<file path="config.mk">
export PLATFORM = sky130hd
export DESIGN_NAME = sorted_key_list_core
export DESIGN_NICKNAME = d
export VERILOG_FILES = /design/src/hdl/skl_pkg.sv /design/src/hdl/sorted_key_list_core.sv /design/src/hdl/skl_cell.sv
export SDC_FILE = /design/constraint.sdc
export NUM_CORES = 2
export LEC_CHECK = 0
export ABC_AREA = 1
export BUFFER_PORTS_ARGS = -buffer_cell sky130_fd_sc_hd__buf_2
export CAP_MARGIN = 40
export CORE_UTILIZATION = 55
export CTS_BUF_LIST = sky130_fd_sc_hd__clkbuf_4 sky130_fd_sc_hd__clkbuf_8
export CTS_CLUSTER_SIZE = 25
export DETAILED_ROUTE_END_ITERATION = 7
export PLACE_DENSITY = 0.73
export SLEW_MARGIN = 15
export SYNTH_ARGS = -nofsm -noshare
export SYNTH_HDL_FRONTEND = slang
export SYNTH_SLANG_ARGS = --single-unit
</file>
<file path="constraint.sdc">
create_clock -name clk -period 3.1 [get_ports clk]
set_input_delay 0.31 -clock clk [delete_from_list [all_inputs] [get_ports clk]]
set_output_delay 0.31 -clock clk [all_outputs]
set_load 0.02 [all_outputs]
</file>
<file path="src/hdl/skl_pkg.sv">
// package for the sorted key list: command and result item types,
// status and function codes, default capacity
// no dependencies
package skl_pkg;

	localparam int SKL_CAPACITY = 16;
	localparam int KEY_W        = 32;

	localparam logic FUNC_INSERT = 1'b0;
	localparam logic FUNC_REMOVE = 1'b1;

	typedef enum logic [1:0] {
		ST_DONE      = 2'd0,
		ST_FULL      = 2'd1,
		ST_NOT_FOUND = 2'd2,
		ST_EMPTY     = 2'd3
	} status_t;

	typedef struct packed {
		logic                    func;
		logic signed [KEY_W-1:0] key;
	} cmd_t;

	typedef struct packed {
		logic [1:0]              status;
		logic [4:0]              count;
		logic                    empty_res;
		logic signed [KEY_W-1:0] smallest_key;
	} rsp_t;

	// broadcast from the controller to every cell
	typedef struct packed {
		logic                    cmp_en;
		logic signed [KEY_W-1:0] cmp_key;
		logic                    ins;
		logic                    rem;
		logic signed [KEY_W-1:0] new_key;
	} cell_ctl_t;

	// what a cell shows to its neighbors
	typedef struct packed {
		logic signed [KEY_W-1:0] key;
		logic                    valid;
		logic                    less;
		logic                    eq;
	} cell_link_t;

endpackage

</file>
<file path="src/hdl/sorted_key_list_core.sv">
// sorted key list top level: command control, status and count, and the
// chain of key cells that keeps the keys in ascending order
// depends on skl_pkg and skl_cell
//
// An item is taken when start is high and busy is low. In the cycle it is
// taken every cell compares its key with the item's key, and in the next
// cycle (busy high) the cells from the insert position on shift one place
// right for an insert, or those from the first equal key one place left for
// a remove. The result is shown on rsp for one cycle with done high, the cycle
// after that shift; it cannot be held off, and a new item may be taken in that
// same cycle. An insert into a full list, a remove from an empty one and a
// remove of an absent key leave the keys unchanged and report it in status.
module sorted_key_list_core import skl_pkg::*; #(
	parameter int CAPACITY = SKL_CAPACITY
) (
	input  logic clk,
	input  logic arst_n,
	input  logic start,
	output logic busy,
	input  cmd_t cmd,
	output logic done,
	output rsp_t rsp
);

	localparam int CNT_W = $clog2(CAPACITY + 1);

	logic                    busy_q;
	logic                    done_q;
	logic                    func_q;
	logic signed [KEY_W-1:0] key_q;
	logic [CNT_W-1:0]        count_q;
	status_t                 status_q;
	logic                    full;
	logic                    found;
	logic                    accept;
	logic [CAPACITY-1:0]     eq_vec;
	logic [CNT_W+4:0]        count_ext;
	cell_ctl_t               ctl;
	cell_link_t              links [CAPACITY];
	cell_link_t              head_prev;
	cell_link_t              tail_next;

	assign accept = start && !busy_q;
	assign busy   = busy_q;
	assign full   = count_q == CNT_W'(CAPACITY);
	assign found  = |eq_vec;

	assign ctl.cmp_en  = accept;
	assign ctl.cmp_key = cmd.key;
	assign ctl.ins     = busy_q && (func_q == FUNC_INSERT) && !full;
	assign ctl.rem     = busy_q && (func_q == FUNC_REMOVE) && found;
	assign ctl.new_key = key_q;

	assign head_prev = '{key: '0, valid: 1'b1, less: 1'b1, eq: 1'b0};
	assign tail_next = '{key: '0, valid: 1'b0, less: 1'b0, eq: 1'b0};

	for (genvar i = 0; i < CAPACITY; i++) begin : g_cell
		skl_cell u_cell (
			.clk    (clk),
			.arst_n (arst_n),
			.ctl    (ctl),
			.prev   ((i == 0) ? head_prev : links[(i == 0) ? 0 : i - 1]),
			.next   ((i == CAPACITY - 1) ? tail_next
			                             : links[(i == CAPACITY - 1) ? i : i + 1]),
			.link   (links[i])
		);
		assign eq_vec[i] = links[i].eq;
	end

	always_ff @(posedge clk or negedge arst_n) begin
		if (!arst_n) begin
			busy_q   <= 1'b0;
			done_q   <= 1'b0;
			count_q  <= '0;
			status_q <= ST_DONE;
		end else begin
			busy_q <= accept;
			done_q <= busy_q;
			if (busy_q) begin
				case (func_q)
					FUNC_INSERT: begin
						if (full) begin
							status_q <= ST_FULL;
						end else begin
							status_q <= ST_DONE;
							count_q  <= count_q + CNT_W'(1);
						end
					end
					FUNC_REMOVE: begin
						if (count_q == '0) begin
							status_q <= ST_EMPTY;
						end else if (!found) begin
							status_q <= ST_NOT_FOUND;
						end else begin
							status_q <= ST_DONE;
							count_q  <= count_q - CNT_W'(1);
						end
					end
					default: status_q <= ST_DONE;
				endcase
			end
		end
	end

	always_ff @(posedge clk) begin
		if (accept) begin
			func_q <= cmd.func;
			key_q  <= cmd.key;
		end
	end

	assign count_ext        = {5'b0, count_q};
	assign done             = done_q;
	assign rsp.status       = status_q;
	assign rsp.count        = count_ext[4:0];
	assign rsp.empty_res    = count_q == '0;
	assign rsp.smallest_key = (count_q == '0) ? '0 : links[0].key;

	// count stays within the list size
	a_count_range: assert property (@(posedge clk) disable iff (!arst_n)
		count_q <= CNT_W'(CAPACITY))
		else $error("key count above capacity");

	// a result follows exactly one update cycle
	a_done_after_busy: assert property (@(posedge clk) disable iff (!arst_n)
		done |-> $past(busy_q))
		else $error("result without update cycle");

	// the first cell is held exactly when the count is nonzero
	a_head_valid: assert property (@(posedge clk) disable iff (!arst_n)
		links[0].valid == (count_q != '0))
		else $error("head cell validity disagrees with count");

	// a failed operation leaves the count alone
	a_fail_keeps_count: assert property (@(posedge clk) disable iff (!arst_n)
		done && (status_q != ST_DONE) |-> $stable(count_q))
		else $error("count changed on failed operation");

endmodule

</file>
<file path="src/hdl/skl_cell.sv">
// one slot of the sorted key chain: holds a key, compares it with the
// incoming item and shifts toward either neighbor on update
// depends on skl_pkg
module skl_cell import skl_pkg::*; (
	input  logic       clk,
	input  logic       arst_n,
	input  cell_ctl_t  ctl,
	input  cell_link_t prev,
	input  cell_link_t next,
	output cell_link_t link
);

	logic signed [KEY_W-1:0] key_q;
	logic                    valid_q;
	logic                    less_q;
	logic                    eq_q;
	logic                    prev_at_or_after;
	logic                    own_at_or_after;
	logic                    own_match_region;

	// insert position: first slot that is empty or holds a key not smaller
	assign prev_at_or_after = !prev.valid || !prev.less;
	assign own_at_or_after  = !valid_q || !less_q;
	// remove region: held keys from the first equal one on
	assign own_match_region = valid_q && !less_q;

	always_ff @(posedge clk or negedge arst_n) begin
		if (!arst_n) begin
			valid_q <= 1'b0;
			less_q  <= 1'b0;
			eq_q    <= 1'b0;
		end else begin
			if (ctl.cmp_en) begin
				less_q <= key_q < ctl.cmp_key;
				eq_q   <= valid_q && (key_q == ctl.cmp_key);
			end
			if (ctl.ins) begin
				valid_q <= valid_q || prev.valid;
			end else if (ctl.rem && own_match_region) begin
				valid_q <= next.valid;
			end
		end
	end

	always_ff @(posedge clk) begin
		if (ctl.ins) begin
			if (prev_at_or_after) begin
				key_q <= prev.key;
			end else if (own_at_or_after) begin
				key_q <= ctl.new_key;
			end
		end else if (ctl.rem && own_match_region) begin
			key_q <= next.key;
		end
	end

	assign link.key   = key_q;
	assign link.valid = valid_q;
	assign link.less  = less_q;
	assign link.eq    = eq_q;

endmodule
</file>
==> impl_metrics.yaml <==
finish:
  nNetsFinal: 5716
  nFillCells: 6719
  area_growth_pct: 8.941
  final_cells: 6295
  drive_gt1_frac: 0.07845
cts:
  clock_path_buffers: 3
  clockRootBuffer: "clkbuf_8"
  cts_tree: "yes"
  htreeDepth: 3
  cts_buffers: 107
  clkSlewWorstSetupHoldPaths_ps: 70
  insertion_delay_ps: 740
  cts_sinks: 602
floorplan:
  pin_count: 78
  die_w_um: 281.3
  die_height_um: 281.3
  die_area_mm2: 0.07911
  initial_core_util: 0.5546
  coreArea_mm2: 0.07734
  rows: 102
setup_path:
  criticalPathCategory: "register to output pin"
  crit_path_cell_trace: "nor2_2 -> nand3_1 -> nor2_2 -> inv_1 -> buf_4 -> nand2_1 -> inv_1 -> buf_2"
  cpMaxStageDelayCell: "nor2_2"
  cp_max_fo: 32
  startpoint_type: "register"
  cp_data_required_time_ps: 2790
  r2r_end: "g_cell[12].u_cell.key_q[12]$_DFFE_PP_"
  rr_worst_depth: 7
  critical-path-max-stage-delay_ps: 430
  cp.arrival_ps: 2500
  end_kind: "output pin"
  cp_top_family: "simple AND/OR/NAND/NOR gates"
  rrSetupSlack_ps: 520
  r2r-start: "count_q[3]$_DFFE_PN0P_"
  cp_num_buf_inv: 4
yosys:
  avgSynthCellArea_um2: 8.395
  netlist_instances: 5109
  ys_types: 51
  synth_area_leaders: "edfxtp_1 (38%), ha_1 (15%), nand2_1 (12%)"
  synthTopCellsByCount: "nand2_1 (1347), inv_1 (665), o21ai_0 (565)"
  async_flop_share: 0.09468
  yosys.area.top_type_share: 0.3816
  synth_area_mm2: 0.04289
  yosysWarnings: 0
  yosysSeqAreaShare: 0.4148
  syn_nets: 5661
  ys_ff_latch: 602
  synth_most_common_cell: "nand2_1"
  yosysTopAreaCell: "edfxtp_1"
  synth_edf_count: 545
  yosys_most_used_dff: "edfxtp_1"
grt:
  grt_antenna_before_repair: 1
  grt_pass1_wl_um: 179000
  grtUsageTotal: 0.2864
  grt_max_degree: 133
  gr-total-overflow: 0
  grt_pass1_vias: 33768
drt:
  drt_wl_total_um: 114500
  antenna_left: 0
  drc_errors: 0
  detail_route.iter0.violations: 3394
  vias_per_cell: 5.706
  via_count: 35919
  routedWlPerCell_um: 18.19
  drt_pass1_iterations: 6
power:
  seq_power_share: 0.426
  pwr-share-comb: 0.265
  p_sw_frac: 0.3491
  intPower_w: 0.01587
  p_per_area_mw_per_mm2: 521.9
  vdd_drop_max_mv: 0.3028
  power_switching_w: 0.008513
  p_leak_nw: 21.38
  p_clk_frac: 0.309
worst_hold_path:
  min_path_cells: 1
  hp-class: "input pin to register"
  min_from: "cmd[0]"
  min_to: "key_q[0]$_DFFE_PP_"
job:
  drv_cap: 0
sta:
  tightest_slew_ps: 846.2
  tns_ps: 0
  rsz0062_at_grt: "no"
  post-route-period-util: 0.9050
  max-slew-margin-rel: 0.4352
  skew_ps: 27.57
  maxSlewViolCount: 0
  hold_viol: 0
  period_needed_ps: 2805
  max_freq_mhz: 356.5
  hold-worst-slack_ps: 70.53
  setup_viol: 0
  fin_ws_ps: 294.7
placed_design:
  place_ws_ps: 435.1
  hpwl_um: 85600
  finalWeightedCongestion: 0.9213
  io_buffers: 77
  dp_cells: 6061
status:
  status: "completed"
worst register-to-register path, delay by kind of cell (launching register included):
kind	cells	cell delay (ps)
DFF	1	420
buffers and inverters	2	820
and+or+nand+nor	3	690
AOI/OAI and AO/OA	2	410
kinds of logic after synthesis:
family,after synthesis,synth area share
AND/OR/NAND/NOR,1746,0.1626
AO/OA/AOI/OAI,1303,0.1765
buffers and inverters,937,0.09434
flip-flops,602,0.4148
adder cells (fa/ha/maj),516,0.1507
XOR/XNOR,5,0.001021
worst max path at each step:
stage                                      start  depth (start not counted)  slack [ps]                              endpoint
final                     count_q[3]$_DFFE_PN0P_                          8         290                                rsp[8]
after global routing      count_q[3]$_DFFE_PN0P_                          8         180                                rsp[6]
after CTS                 count_q[3]$_DFFE_PN0P_                          8         110                                rsp[8]
after detailed placement                 cmd[11]                         14         440   g_cell[7].u_cell.less_q$_DFFE_PN0P_
after global placement                   cmd[31]                         14         440   g_cell[6].u_cell.less_q$_DFFE_PN0P_
after floorplan           count_q[1]$_DFFE_PN0P_                          7        -150  g_cell[14].u_cell.key_q[0]$_DFFE_PP_
area by class of cell:
class	count	area [um^2]	area share
clock buffers	151	1853	0.03966
inverters	671	2545	0.05446
well taps	1040	1301	0.02785
clock inverters	46	261.5	0.005596
repair buffers	212	1742	0.03727
diodes	3	7.507	0.0001607
multi-input cells	3570	21230	0.4542
flip-flops and latches	602	17790	0.3808
flip-flops by register name, indices dropped and copies added (netlist names):
register and cells:
g_cell.u_cell.key_q 512, key_q 32, g_cell.u_cell.eq_q 16, g_cell.u_cell.less_q 16
g_cell.u_cell.valid_q 16, count_q 5, status_q 2, busy 1
done 1, func_q 1
power by group through the flow:
stage               Sequential, W  Combinational [W]  Clock [W]
finish                     0.0104            0.00646    0.00753
global placement           0.0105            0.00611          0
detailed placement         0.0105            0.00631          0
CTS                        0.0104            0.00641    0.00760
floorplan                  0.0103            0.00471          0
global route               0.0105            0.00732    0.00801
what timing repair did:
item | CTS | global route
hold buffers | 34 | 0
gates resized for setup | 0 | 1
hold endpoints to repair | 76 | 0
setup endpoints to repair | 0 | 1
setup buffers | 0 | 0
cells in the final DEF (no fill, tap or decap), drive strengths merged:
cell / instances
a31oi: 14
edfxtp: 545
a21boi: 2
o22a: 4
o21ba: 2
nand3b: 2
nor3b: 4
nor4: 1
xnor2: 2
clkbuf: 151
and3: 1
fa: 1
nand3: 121
nor3: 29
nor2: 194
and2: 7
a21o: 18
o211ai: 314
o21bai: 7
dlygate4sd3: 34
diode: 3
clkinvlp: 3
dfrtp: 57
nand2: 1352
bufinv: 2
nand4: 35
a32o: 8
o31ai: 2
xor2: 3
clkinv: 40
o21ai: 640
o21a: 33
o41ai: 3
inv: 672
a21oi: 256
buf: 178
ha: 515
metrics by stage:
stage,instance area (um^2),utilization,total power [W]
2_1_floorplan,42920,-,0.01506
3_3_place_gp,44080,0.5699,0.01663
3_5_place_dp,44260,0.5723,0.01685
4_1_cts,46720,0.6041,0.02438
5_1_grt,46720,0.6041,0.02578
6_report,46730,0.6042,0.02439
metal layers:
metal,up-vias,routed length [um],track usage
met3,217,8481,0.03733
met4,0,3992,0.1087
met5,-,0,0
li1,17659,-,-
met1,16626,49230,0.3866
met2,1417,52780,0.4683
Power figures use the tool's default switching activity.
